==> src/hexf_pkg.sv <==
// Shared types, character codes and helper functions for the ASCII-hex link framer.
// No dependencies; every other file of the block imports this package.
`timescale 1ns / 1ps

package hexf_pkg;

  localparam int FRAME_MAX   = 20;
  localparam int FRAME_LEN_W = $clog2(FRAME_MAX + 1);

  localparam logic [15:0] LIMIT_RESET = 16'd1000;

  localparam logic [7:0] CH_COLON = 8'h3A;
  localparam logic [7:0] CH_W     = 8'h57;
  localparam logic [7:0] CH_R     = 8'h52;
  localparam logic [7:0] CH_D     = 8'h44;
  localparam logic [7:0] CH_HASH  = 8'h23;
  localparam logic [7:0] CH_ZERO  = 8'h30;
  localparam logic [7:0] CH_TWO   = 8'h32;
  localparam logic [7:0] CH_O     = 8'h4F;
  localparam logic [7:0] CH_K     = 8'h4B;
  localparam logic [7:0] CH_BANG  = 8'h21;
  localparam logic [7:0] OK_SUM   = 8'hF5;

  typedef enum logic [2:0] {
    CMD_READ    = 3'd0,
    CMD_WRITE   = 3'd1,
    CMD_RESET   = 3'd2,
    CMD_RX_BYTE = 3'd3,
    CMD_TIMEOUT = 3'd4
  } cmd_t;

  typedef enum logic [1:0] {
    KIND_TX      = 2'd0,
    KIND_PAYLOAD = 2'd1,
    KIND_STATUS  = 2'd2
  } kind_t;

  typedef enum logic [1:0] {
    ST_OK         = 2'd0,
    ST_INCOMPLETE = 2'd1,
    ST_BAD_SUM    = 2'd2,
    ST_NACK       = 2'd3
  } status_t;

  typedef logic [FRAME_MAX-1:0][7:0] frame_t;

  // One result produced by the reply tracker
  typedef struct packed {
    logic       vld;
    kind_t      kind;
    logic [7:0] data;
    status_t    status;
  } res_t;

  function automatic logic [7:0] hex_char(input logic [3:0] n);
    logic [7:0] w;
    w = {4'h0, n};
    return (n < 4'd10) ? (w + 8'h30) : (w + 8'h37);
  endfunction

  // Non-hex characters fold to (c - '0') mod 16
  function automatic logic [3:0] nibble_of(input logic [7:0] c);
    logic [7:0] d;
    d = c - 8'h30;
    if (c >= 8'h41 && c <= 8'h46) begin
      d = c - 8'h37;
    end else if (c >= 8'h61 && c <= 8'h66) begin
      d = c - 8'h57;
    end
    return d[3:0];
  endfunction

  // Expected acknowledge: ':OK!' then the checksum byte
  function automatic logic [7:0] ok_char(input logic [2:0] i);
    logic [7:0] c;
    unique case (i)
      3'd0:    c = CH_COLON;
      3'd1:    c = CH_O;
      3'd2:    c = CH_K;
      3'd3:    c = CH_BANG;
      3'd4:    c = OK_SUM;
      default: c = 8'h00;
    endcase
    return c;
  endfunction

endpackage

==> src/hexf_frame_build.sv <==
// Request frame builder: turns a read, write or reset command into its transmit bytes.
// Depends on hexf_pkg for character codes, hex conversion and the frame type.
`timescale 1ns / 1ps

module hexf_frame_build (
  input  hexf_pkg::cmd_t                      cmd,
  input  logic [31:0]                         address,
  input  logic [15:0]                         length,
  input  logic [15:0]                         value,
  input  logic [15:0]                         limit,
  output hexf_pkg::frame_t                    frame,
  output logic [hexf_pkg::FRAME_LEN_W-1:0]    frame_len
);
  import hexf_pkg::*;

  frame_t      body;
  logic [15:0] clamped;
  logic [7:0]  psum [4];
  logic [7:0]  checksum;

  assign clamped = (value > limit) ? limit : value;

  always_comb begin
    body      = '0;
    frame_len = '0;
    body[0]   = CH_COLON;
    for (int i = 0; i < 8; i++) begin
      body[3+i] = hex_char(address[31-4*i -: 4]);
    end
    unique case (cmd)
      CMD_READ: begin
        body[1] = CH_R;
        body[2] = CH_D;
        for (int i = 0; i < 4; i++) begin
          body[11+i] = hex_char(length[15-4*i -: 4]);
        end
        frame_len = FRAME_LEN_W'(16);
      end
      CMD_WRITE: begin
        body[1]  = CH_W;
        body[2]  = CH_R;
        body[11] = CH_ZERO;
        body[12] = CH_ZERO;
        body[13] = CH_ZERO;
        body[14] = CH_TWO;
        for (int i = 0; i < 4; i++) begin
          body[15+i] = hex_char(clamped[15-4*i -: 4]);
        end
        frame_len = FRAME_LEN_W'(FRAME_MAX);
      end
      CMD_RESET: begin
        body = '0;
        body[0] = CH_COLON;
        body[1] = CH_HASH;
        body[2] = CH_HASH;
        frame_len = FRAME_LEN_W'(3);
      end
      default: begin
        frame_len = '0;
      end
    endcase
  end

  // Checksum over the body; unused positions are zero and add nothing
  always_comb begin
    for (int g = 0; g < 4; g++) begin
      psum[g] = 8'h00;
      for (int j = 0; j < 5; j++) begin
        psum[g] = psum[g] + body[5*g+j];
      end
    end
    checksum = (psum[0] + psum[1]) + (psum[2] + psum[3]);
  end

  always_comb begin
    frame = body;
    if (cmd == CMD_READ) begin
      frame[15] = checksum;
    end else if (cmd == CMD_WRITE) begin
      frame[19] = checksum;
    end
  end

endmodule

==> src/hexf_rx_track.sv <==
// Reply tracker: counts and sums received bytes, decodes read payload, reports status.
// Depends on hexf_pkg for command, kind and status codes and the result struct.
`timescale 1ns / 1ps

module hexf_rx_track (
  input  logic             clk,
  input  logic             rst_n,
  input  logic             accept,
  input  hexf_pkg::cmd_t   cmd,
  input  logic [15:0]      length,
  input  logic [7:0]       rx_byte,
  output hexf_pkg::res_t   res
);
  import hexf_pkg::*;

  typedef enum logic [1:0] {
    WAIT_NONE  = 2'd0,
    WAIT_READ  = 2'd1,
    WAIT_WRITE = 2'd2,
    WAIT_RESET = 2'd3
  } wait_t;

  wait_t       wait_r,  wait_nxt;
  logic [17:0] cnt_r,   cnt_nxt;
  logic [7:0]  sum_r,   sum_nxt;
  logic [17:0] exp_r,   exp_nxt;
  logic [3:0]  hi_r,    hi_nxt;
  logic        ack_r,   ack_nxt;

  logic [18:0] cnt_p1;
  logic [17:0] cnt_inc;
  logic [3:0]  nib;

  assign cnt_p1  = {1'b0, cnt_r} + 19'd1;
  assign cnt_inc = cnt_p1[17:0];
  assign nib     = nibble_of(rx_byte);

  always_comb begin
    wait_nxt = wait_r;
    cnt_nxt  = cnt_r;
    sum_nxt  = sum_r;
    exp_nxt  = exp_r;
    hi_nxt   = hi_r;
    ack_nxt  = ack_r;
    res      = '{vld: 1'b0, kind: KIND_STATUS, data: 8'h00, status: ST_OK};
    if (accept) begin
      unique case (cmd)
        CMD_READ, CMD_WRITE, CMD_RESET: begin
          wait_nxt = (cmd == CMD_READ)  ? WAIT_READ :
                     (cmd == CMD_WRITE) ? WAIT_WRITE : WAIT_RESET;
          exp_nxt  = (cmd == CMD_READ) ? (18'd4 + {1'b0, length, 1'b0}) : 18'd5;
          cnt_nxt  = '0;
          sum_nxt  = '0;
          hi_nxt   = '0;
          ack_nxt  = 1'b1;
        end
        CMD_RX_BYTE: begin
          if (wait_r == WAIT_READ) begin
            cnt_nxt = cnt_inc;
            if (cnt_p1 >= {1'b0, exp_r}) begin
              // last byte of the reply is its checksum
              res.vld    = 1'b1;
              res.status = (rx_byte == sum_r) ? ST_OK : ST_BAD_SUM;
              wait_nxt   = WAIT_NONE;
            end else begin
              sum_nxt = sum_r + rx_byte;
              if (cnt_r >= 18'd3) begin
                if (cnt_r[0]) begin
                  hi_nxt = nib;
                end else begin
                  res.vld  = 1'b1;
                  res.kind = KIND_PAYLOAD;
                  res.data = {hi_r, nib};
                end
              end
            end
          end else if (wait_r != WAIT_NONE) begin
            if (cnt_r < 18'd5 && rx_byte != ok_char(cnt_r[2:0])) begin
              ack_nxt = 1'b0;
            end
            sum_nxt = sum_r + rx_byte;
            cnt_nxt = cnt_inc;
            if (cnt_inc >= exp_r) begin
              res.vld    = 1'b1;
              res.status = ack_nxt ? ST_OK : ST_NACK;
              wait_nxt   = WAIT_NONE;
            end
          end
        end
        CMD_TIMEOUT: begin
          if (wait_r != WAIT_NONE) begin
            res.vld    = 1'b1;
            res.status = (wait_r == WAIT_READ) ? ST_INCOMPLETE : ST_NACK;
            wait_nxt   = WAIT_NONE;
          end
        end
        default: begin
        end
      endcase
    end
  end

  always_ff @(posedge clk) begin
    if (!rst_n) begin
      wait_r <= WAIT_NONE;
      cnt_r  <= '0;
      sum_r  <= '0;
      exp_r  <= '0;
      hi_r   <= '0;
      ack_r  <= 1'b1;
    end else begin
      wait_r <= wait_nxt;
      cnt_r  <= cnt_nxt;
      sum_r  <= sum_nxt;
      exp_r  <= exp_nxt;
      hi_r   <= hi_nxt;
      ack_r  <= ack_nxt;
    end
  end

endmodule

==> src/hexf_out_queue.sv <==
// Result register and transmit shifter: holds a whole request frame or one single
// result and hands it out one transfer at a time. Depends on hexf_pkg.
`timescale 1ns / 1ps

module hexf_out_queue (
  input  logic                              clk,
  input  logic                              rst_n,
  input  logic                              accept,
  input  hexf_pkg::frame_t                  frame,
  input  logic [hexf_pkg::FRAME_LEN_W-1:0]  frame_len,
  input  hexf_pkg::res_t                    res,
  input  logic                              out_ready,
  output logic                              out_valid,
  output hexf_pkg::kind_t                   out_kind,
  output logic [7:0]                        out_data,
  output logic                              out_last,
  output hexf_pkg::status_t                 out_status,
  output logic                              room
);
  import hexf_pkg::*;

  logic [FRAME_LEN_W-1:0] rem_r, rem_nxt;
  frame_t                 buf_r, buf_nxt;
  kind_t                  kind_r, kind_nxt;
  status_t                status_r, status_nxt;
  logic                   take;

  assign out_valid  = (rem_r != '0);
  assign take       = out_valid && out_ready;
  assign room       = (rem_r == '0) || (rem_r == FRAME_LEN_W'(1) && out_ready);
  assign out_kind   = kind_r;
  assign out_status = status_r;
  assign out_data   = buf_r[0];
  assign out_last   = (kind_r == KIND_TX) && (rem_r == FRAME_LEN_W'(1));

  always_comb begin
    rem_nxt    = rem_r;
    buf_nxt    = buf_r;
    kind_nxt   = kind_r;
    status_nxt = status_r;
    priority if (accept && frame_len != '0) begin
      rem_nxt    = frame_len;
      buf_nxt    = frame;
      kind_nxt   = KIND_TX;
      status_nxt = ST_OK;
    end else if (accept && res.vld) begin
      rem_nxt    = FRAME_LEN_W'(1);
      buf_nxt[0] = res.data;
      kind_nxt   = res.kind;
      status_nxt = res.status;
    end else if (take) begin
      // advance to the next byte of the frame
      rem_nxt = rem_r - FRAME_LEN_W'(1);
      buf_nxt = {8'h00, buf_r[FRAME_MAX-1:1]};
    end
  end

  always_ff @(posedge clk) begin
    if (!rst_n) begin
      rem_r <= '0;
    end else begin
      rem_r <= rem_nxt;
    end
  end

  always_ff @(posedge clk) begin
    buf_r    <= buf_nxt;
    kind_r   <= kind_nxt;
    status_r <= status_nxt;
  end

endmodule

==> src/hex_ascii_ecu_link_framer_unit.sv <==
// Top level of the ASCII-hex engine controller link framer.
// Instantiates hexf_frame_build, hexf_rx_track and hexf_out_queue; uses hexf_pkg.
//
// Usage:
//   in_*  : commands (read, write, reset request, received byte, timeout).
//           in_tuser carries the command code, in_tdata the operands.
//   out_* : results. out_tuser gives the kind (transmit byte, decoded payload
//           byte, status); out_tlast marks the final byte of a request frame.
//   cfg_* : write of the write-value clamp; always ready, reset value 1000.
// The first result of an item is registered, valid the cycle after its transfer.
// A received byte, timeout or ignored command is taken every cycle while
//   results drain without stall. A request frame of 3, 16 or 20 bytes leaves
//   one byte per cycle from the transmit shifter while the receiver does not
//   stall; in_tready drops until the frame is down to its last byte.
// Reset (rst_n low, synchronous) clears the reply tracker to idle with nothing
//   pending and empties the result register.
// When the receiver stalls, the current result holds on out_* and in_tready
//   stays low until the last pending result is being taken.
`timescale 1ns / 1ps

module hex_ascii_ecu_link_framer_unit (
  input  logic        clk,
  input  logic        rst_n,
  input  logic        in_tvalid,
  output logic        in_tready,
  input  logic [71:0] in_tdata,   // address[31:0], length[47:32], value[63:48], rx_byte[71:64]
  input  logic [2:0]  in_tuser,   // command[2:0]
  output logic        out_tvalid,
  input  logic        out_tready,
  output logic [15:0] out_tdata,  // data[7:0], status[9:8], zero[15:10]
  output logic [1:0]  out_tuser,  // kind[1:0]
  output logic        out_tlast,
  input  logic        cfg_valid,
  output logic        cfg_ready,
  input  logic [15:0] cfg_data
);
  import hexf_pkg::*;

  logic                   accept;
  cmd_t                   cmd;
  logic [31:0]            address;
  logic [15:0]            length;
  logic [15:0]            value;
  logic [7:0]             rx_byte;
  logic [15:0]            limit_r;
  frame_t                 frame;
  logic [FRAME_LEN_W-1:0] frame_len;
  res_t                   res;
  kind_t                  out_kind;
  status_t                out_status;
  logic [7:0]             out_data;

  assign cmd       = cmd_t'(in_tuser);
  assign address   = in_tdata[31:0];
  assign length    = in_tdata[47:32];
  assign value     = in_tdata[63:48];
  assign rx_byte   = in_tdata[71:64];
  assign accept    = in_tvalid && in_tready;
  assign cfg_ready = 1'b1;

  always_ff @(posedge clk) begin
    if (!rst_n) begin
      limit_r <= LIMIT_RESET;
    end else if (cfg_valid && cfg_ready) begin
      limit_r <= cfg_data;
    end
  end

  hexf_frame_build u_build (
    .cmd       (cmd),
    .address   (address),
    .length    (length),
    .value     (value),
    .limit     (limit_r),
    .frame     (frame),
    .frame_len (frame_len)
  );

  hexf_rx_track u_track (
    .clk     (clk),
    .rst_n   (rst_n),
    .accept  (accept),
    .cmd     (cmd),
    .length  (length),
    .rx_byte (rx_byte),
    .res     (res)
  );

  hexf_out_queue u_queue (
    .clk        (clk),
    .rst_n      (rst_n),
    .accept     (accept),
    .frame      (frame),
    .frame_len  (frame_len),
    .res        (res),
    .out_ready  (out_tready),
    .out_valid  (out_tvalid),
    .out_kind   (out_kind),
    .out_data   (out_data),
    .out_last   (out_tlast),
    .out_status (out_status),
    .room       (in_tready)
  );

  assign out_tuser = out_kind;
  assign out_tdata = {6'b000000, out_status, out_data};

endmodule

==> config.mk <==
export PLATFORM = sky130hd
export DESIGN_NAME = hex_ascii_ecu_link_framer_unit
export DESIGN_NICKNAME = d
export VERILOG_FILES = /design/src/hexf_pkg.sv /design/src/hexf_frame_build.sv /design/src/hexf_rx_track.sv /design/src/hexf_out_queue.sv /design/src/hex_ascii_ecu_link_framer_unit.sv
export SDC_FILE = /design/constraint.sdc
export NUM_CORES = 1
export LEC_CHECK = 0
export BUFFER_PORTS_ARGS = -buffer_cell sky130_fd_sc_hd__buf_2
export CAP_MARGIN = 20
export CORE_AREA = 2 2 197 199
export DETAILED_ROUTE_END_ITERATION = 6
export DIE_AREA = 0 0 199 201
export SLEW_MARGIN = 10
export SYNTH_ARGS = -nofsm -noshare
export SYNTH_HDL_FRONTEND = slang
export SYNTH_SLANG_ARGS = --single-unit
==> constraint.sdc <==
create_clock -name clk -period 23.3 [get_ports clk]
set_input_delay 0 -clock clk [delete_from_list [all_inputs] [get_ports clk]]
set_output_delay 0 -clock clk [all_outputs]
set_load 0.02 [all_outputs]
==> flow_summary.ini, run 1 <==
[setup_path]
crit_fanout = 50
cp_common_cell = fa_1
critPathBufInv = 5
critical_path_class = flip-flop to flip-flop
r2r_start = limit_r[5]$_SDFFE_PN1P_
worstPathRequired_ns = 23.58
cp_top_family = adder cells
crit_slowest_cell = fa_1
crit_arrival_ns = 8.16
cp_slowest_stage_delay_ns = 0.60
regToRegEndpoint = u_queue.buf_r[127]$_DFFE_PP_
cp-end-kind = flip-flop
rrSetupSlack_ns = 15.43
ff2ff_path_depth = 26
start_kind = flip-flop

[detailed_routing]
drt-initial-drc-count = 902
firstDrtPassIters = 6
via_count = 13070
ant_nets = 0
drt_wl_total_um = 43090
wl_per_cell_um = 17.62
drc_errors = 0
vias_per_cell = 5.347

[power]
p_per_area_mw_per_mm2 = 116.7
peakVddDrop_mv = 0.1364
p_leak_nw = 8.001
p_total_mw = 2.257

[grt]
grt_max_degree = 80
antenna_found_initial = 1
grt_util_all_layers = 0.2210
first_global_vias = 13180
grt_pass1_wl_um = 70150
gr-total-overflow = 0

[logic_synthesis]
avgSynthCellArea_um2 = 9.456
seq_area_frac_synth = 0.3696
synth_top_area_share = 0.2701
synthFlopType = edfxtp_1
synth-seq-cells = 236
syn-cell-area_mm2 = 0.01690
synth_cell_type_count = 74
yosysTopAreaCell = edfxtp_1
synth_edf_count = 152
synth_warnings = 0
synthTopCellsByArea = edfxtp_1 (27%), fa_1 (11%), dfxtp_1 (10%), ha_1 (7.2%), nand2_1 (4.7%)
ys_async_sr_fraction = 0
synthCells = 1787

[timing]
fmax_mhz = 127.0
fin_crit_ns = 7.872
setup_viol = 0
skew_ns = 0.02013
slew_violations = 0
fin_crit_sh = 0.3379
worst_slew_pin_slew_ns = 0.9742
tns_ns = 0
hold_slack_ns = 0.01427
hold_viol_final = 0
rsz0062_at_grt = no
slew-limit-headroom = 0.3505

[finish]
utilization = 0.5074
fillers = 3565
layout-drive-gt1-share = 0.1246
syn2layout_area_growth_pct = 14.43
final_area_mm2 = 0.01934
nets = 2191

[placed_design]
post_dp_cell_area_mm2 = 0.01782
io_buffers = 110
place_congestion = 0.8791
dpl.hpwl_um = 31730

[die]
die_area_mm2 = 0.04000
initial_core_util = 0.4434
die_x_um = 199
io_pins = 118
core_area_mm2 = 0.03811
rows = 72
die_h_um = 201

[status]
outcome = finished clean

[clock_network]
cts_tree = built
cts_max_path_buffers = 3
clock_latency_ns = 0.56
clock-sinks = 236
cts_root_buf = clkbuf_16
path_clk_slew_ns = 0.06
cts_buffers = 28
cts_max_level = 1

[min_path]
hold_start = cfg_valid
hold_path_depth = 2
holdPathEnd = limit_r[7]$_SDFFE_PN1P_
hp-class = primary input to flip-flop

[run]
max_cap_violations = 0
==> cell usage after synthesis, types with 6 or more instances <==
cell type,instances
nand2_1,211
inv_1,183
edfxtp_1,152
nor2_1,120
o21ai_0,111
ha_1,97
fa_1,94
a21oi_1,87
dfxtp_1,84
clkbuf_1,66
xnor2_1,65
mux2_2,51
and2_1,47
nand3_1,40
nor3_1,34
nor2b_1,33
mux2i_1,27
o21a_1,23
a21o_1,18
a211oi_1,16
buf_4,15
xor2_1,14
and3_1,13
o31ai_1,13
o211ai_1,12
buf_1,11
nor4_1,11
a22oi_1,10
nand2b_1,10
nand4_1,10
o22ai_1,9
a21boi_0,8
or3_1,8
a22o_1,7
a31oi_1,6
and4_1,6
==> metrics by stage <==
| stage | setup WS [ns] | cells |
|---|---|---|
| after floorplan | 7.927 | 1792 |
| after global placement | 15.54 | 2338 |
| after detailed placement | 15.47 | 2338 |
| after CTS | 15.45 | 2444 |
| after global routing | 14.96 | 2445 |
| final | 15.43 | 2445 |
==> cell type report <==
type	count	area (um2)	area share
Antenna cell	1	2.502	0.0001294
Inverter	184	690.7	0.03572
Tap cell	518	648.1	0.03352
Timing Repair Buffer	179	1204	0.06225
Sequential cell	236	6246	0.3230
Clock inverter	10	137.6	0.007118
Clock buffer	42	833.3	0.04310
Multi-Input combinational cell	1275	9574	0.4951
==> where the power goes <==
part	leakage [nW]	total [mW]	switching [mW]	internal, mW
Combinational	5.38	1.08	0.642	0.435
Clock	0.476	0.460	0.181	0.279
Sequential	2.14	0.720	0.0455	0.674
Total	8.00	2.26	0.869	1.39
==> logic make-up (layout without fill, tap and decap cells) <==
group           after synthesis  after routing  synth area share
compound gates              357            357            0.1318
xor+xnor                     79             79           0.04095
fa+ha+maj                   191            191            0.1832
buf+inv                     281            415           0.06738
flops                       236            236            0.3696
mux                          78             78           0.04998
other cells                   2              8         0.0004444
simple gates                563            563            0.1566
==> how the worst max path moves through the flow <==
stage | from | endpoint | cells past startpoint
2_1_floorplan | u_track.cnt_r[0]$_SDFFE_PN0P_ | u_queue.buf_r[100]$_DFFE_PP_ | 18
3_3_place_gp | limit_r[5]$_SDFFE_PN1P_ | u_queue.buf_r[127]$_DFFE_PP_ | 26
3_5_place_dp | limit_r[5]$_SDFFE_PN1P_ | u_queue.buf_r[127]$_DFFE_PP_ | 26
4_1_cts | limit_r[5]$_SDFFE_PN1P_ | u_queue.buf_r[127]$_DFFE_PP_ | 26
5_1_grt | limit_r[5]$_SDFFE_PN1P_ | u_queue.buf_r[127]$_DFFE_PP_ | 26
6_report | limit_r[5]$_SDFFE_PN1P_ | u_queue.buf_r[127]$_DFFE_PP_ | 26
==> routing by layer <==
metal	global-route usage	wire (um)	part of all wire	vias up
met5	0	0	0	-
met4	0.05970	1142	0.027	0
met3	0.02134	1607	0.037	76
met2	0.3826	21290	0.49	322
met1	0.2947	19040	0.44	6351
li1	-	-	-	6324
==> timing repair <==
| action | 4_1_cts | 5_1_grt |
|---|---|---|
| setup buffers | 0 | 0 |
| hold endpoints to repair | 41 | 0 |
| gates resized for setup | 0 | 0 |
| hold buffers | 54 | 0 |
==> cell usage in the layout (no fill, tap or decap), drive strengths merged, types with 8 or more instances in the layout <==
cell | synthesis | routed
or3 | 8 | 8
nor3 | 35 | 35
edfxtp | 152 | 152
a211oi | 17 | 17
o31ai | 13 | 13
a21oi | 88 | 88
a21o | 18 | 18
ha | 97 | 97
nand4 | 10 | 10
and2 | 47 | 47
mux2 | 51 | 51
nor2 | 121 | 121
o211ai | 12 | 12
nand3 | 41 | 41
clkbuf | 66 | 42
xnor2 | 65 | 65
o21ai | 116 | 116
nand2b | 10 | 10
nor4 | 11 | 11
buf | 31 | 125
mux2i | 27 | 27
nand2 | 211 | 211
nor2b | 33 | 33
o22ai | 9 | 9
o21a | 23 | 23
a21boi | 8 | 8
dfxtp | 84 | 84
and3 | 13 | 13
xor2 | 14 | 14
dlygate4sd3 | 0 | 54
fa | 94 | 94
a22oi | 10 | 10
inv | 183 | 183
==> worst register-to-register path: stages, from the launching register on <==
cell and delay, ns:
dfxtp_1 0.36, inv_1 0.09, ha_1 0.29, a2111oi_0 0.42, o31ai_1 0.13, o221a_2 0.27, o21ai_4 0.13, buf_4 0.45
mux2_2 0.42, nand2b_1 0.15, a221o_1 0.37, fa_1 0.52, inv_1 0.06, fa_1 0.53, inv_1 0.06, fa_1 0.44
fa_1 0.54, fa_1 0.44, fa_1 0.60, inv_1 0.06, ha_1 0.28, a21o_1 0.18, a21oi_1 0.21, o21bai_1 0.10
a21oi_1 0.22, xnor2_1 0.19, o21ai_0 0.12
==> registers in the layout, summed over array words and instances, names as in the netlist, 4 cells and up <==
name and flops:
u_queue.buf_r 152, u_track.cnt_r 18, u_track.exp_r 18, limit_r 16, u_queue.out_data 8, u_track.sum_r 8
u_queue.rem_r 5, u_track.hi_r 4
No activity file was read; power rests on OpenSTA's default activity.
==> inputs of run 2 (changes only) <==
Clock period 23.3 ns to 7.7 ns, I/O delays scaled along.
==> run 2 against run 1 <==
  * Clock skew is 0.0094 ns lower
  * Maximum frequency is 6.2% higher
  * Non-clock buffer count increased by 18
  * Wire length up 1.9%
  * Count of clock-buffer cells in the layout decreased by 4
  * Clock power rose to 2.8 times the previous value
==> flow_summary.ini, run 2 (same netlist as run 1, synthesis figures left out) <==
[timing]
skew_ns = 0.01068
worst_slack_ns = 0.2867
worst_slew_pin_slew_ns = 0.9015
setup_viol = 0
tns_ns = 0
hold_viol_final = 0
slew-limit-headroom = 0.3954
fmax_mhz = 134.9
fin_crit_sh = 0.9628
slew_violations = 0
fin_crit_ns = 7.413

[die]
rows = 72
die_area_mm2 = 0.04000
die_h_um = 201
die_x_um = 199
io_pins = 118
initial_core_util = 0.4434
core_area_mm2 = 0.03811

[detailed_routing]
firstDrtPassIters = 5
drc_errors = 0
wl_per_cell_um = 17.82
via_count = 13120
ant_nets = 0
drt_wl_total_um = 43900
vias_per_cell = 5.327
drt-initial-drc-count = 904

[placed_design]
place_congestion = 0.8634
dpl.hpwl_um = 32510
io_buffers = 110
pre_cts_ws_ns = 0.1076

[finish]
mostFrequentLayoutCells = nand2_1 (210), inv_1 (183), edfxtp_1 (152)
syn2layout_area_growth_pct = 15.35
largest_reg_flops = 152
final_common_cell = nand2_1
layout-drive-gt1-share = 0.1347
utilization = 0.5115
reg_top3 = u_queue.buf_r x152, u_track.cnt_r x18, u_track.exp_r x18
top_register = u_queue.buf_r
nets = 2210
num_antenna_cells = 0

[setup_path]
cp-end-kind = flip-flop
ff2ff_path_depth = 26
crit_fanout = 5
regToRegEndpoint = u_queue.buf_r[126]$_DFFE_PP_
rrSetupSlack_ns = 0.29
timing.critical_path.from = limit_r[13]$_SDFFE_PN0P_
r2r_start = limit_r[13]$_SDFFE_PN0P_
critical_path_class = flip-flop to flip-flop
worstPathRequired_ns = 8.01
crit_arrival_ns = 7.73
start_kind = flip-flop

[grt]
antenna_found_initial = 0
grt_pass1_wl_um = 69920
gr-total-overflow = 0
grt_util_all_layers = 0.2225
first_global_vias = 13100
grt_max_degree = 76

[power]
p_per_area_mw_per_mm2 = 357.6
p_leak_nw = 8.071
peakVddDrop_mv = 0.4733

[status]
outcome = finished clean

[min_path]
holdPathEnd = limit_r[15]$_SDFFE_PN0P_
hp-class = primary input to flip-flop
hold_path_depth = 3
hold_start = cfg_valid

[clock_network]
cts_root_buf = clkbuf_16
cts_max_path_buffers = 3
clock_latency_ns = 0.56
cts_max_level = 1
clock-sinks = 236
cts_tree = built
cts_buffers = 29
path_clk_slew_ns = 0.06

[run]
max_cap_violations = 0
==> run 2: cell types whose count changed in the layout (fill, tap and decap cells not counted), sizes merged <==
| cell | delta |
|---|---|
| clkbuf | -3 |
| bufinv | -2 |
| clkinv | +4 |
| buf | +17 |
| clkinvlp | +3 |
| diode | -1 |
==> run 2: per-layer routing <==
layer,share of wire,GRT usage
met1,0.43,0.2924
met2,0.49,0.3782
met3,0.052,0.03528
met4,0.025,0.06370
met5,0,0
==> run 2: timing repair <==
item	in CTS	in global routing
hold buffers	54	0
gates resized for setup	0	7
setup buffers	0	8
hold endpoints to repair	41	0
endpoints found under the setup margin	0	7
==> run 2: critical path, stage by stage, from the launching register on <==
cell and delay, ns:
dfxtp_1 0.39, inv_1 0.09, ha_1 0.32, a211oi_1 0.20, o21ai_0 0.11, a221o_1 0.39
o21ai_4 0.24, buf_12 0.14, mux2_2 0.35, nand2b_1 0.14, a221o_1 0.37, fa_1 0.52
inv_1 0.06, fa_1 0.52, inv_1 0.05, fa_1 0.55, fa_1 0.44, fa_1 0.45
fa_1 0.48, buf_4 0.15, fa_1 0.45, inv_1 0.08, a21o_1 0.11, a21oi_1 0.07
xor2_1 0.19, o21ai_0 0.10, o22a_1 0.22
==> run 2: cell type report <==
cell class | instances | area [um2]
clock inverter | 15 | 111.4
clock buffer | 38 | 790.8
timing repair buffer | 197 | 1410
multi-input combinational | 1275 | 9594
inverter | 184 | 690.7
sequential | 236 | 6246
fill | 3541 | 18620
tap | 518 | 648.1
==> run 2: per-stage QoR <==
step / instances / cell area [um2] / power (mW) / hold WS (ns)
final: 2463 / 19490 / 6.969 / 0.02118
after global routing: 2463 / 19490 / 7.548 / 0.03440
after CTS: 2454 / 19370 / 6.820 / 0.0001524
after detailed placement: 2347 / 17930 / 5.450 / 0.2243
after global placement: 2347 / 17930 / 5.382 / 0.2226
after floorplan: 1792 / 16930 / 4.615 / 0.1304
==> run 2: worst max-delay path by stage <==
| stage | to | slack [ns] |
|---|---|---|
| after CTS | u_queue.buf_r[127]$_DFFE_PP_ | 0.07 |
| after global routing | u_queue.buf_r[127]$_DFFE_PP_ | -0.007 |
| after floorplan | u_queue.buf_r[127]$_DFFE_PP_ | 0.10 |
| after global placement | u_queue.buf_r[127]$_DFFE_PP_ | 0.28 |
| final | u_queue.buf_r[126]$_DFFE_PP_ | 0.29 |
| after detailed placement | u_queue.buf_r[127]$_DFFE_PP_ | 0.11 |
==> run 2: where the power goes <==
| group | switching, mW | leakage, nW | internal [mW] |
|---|---|---|---|
| Clock | 0.560 | 0.434 | 0.754 |
| Combinational | 2.00 | 5.49 | 1.48 |
| Sequential | 0.141 | 2.14 | 2.03 |
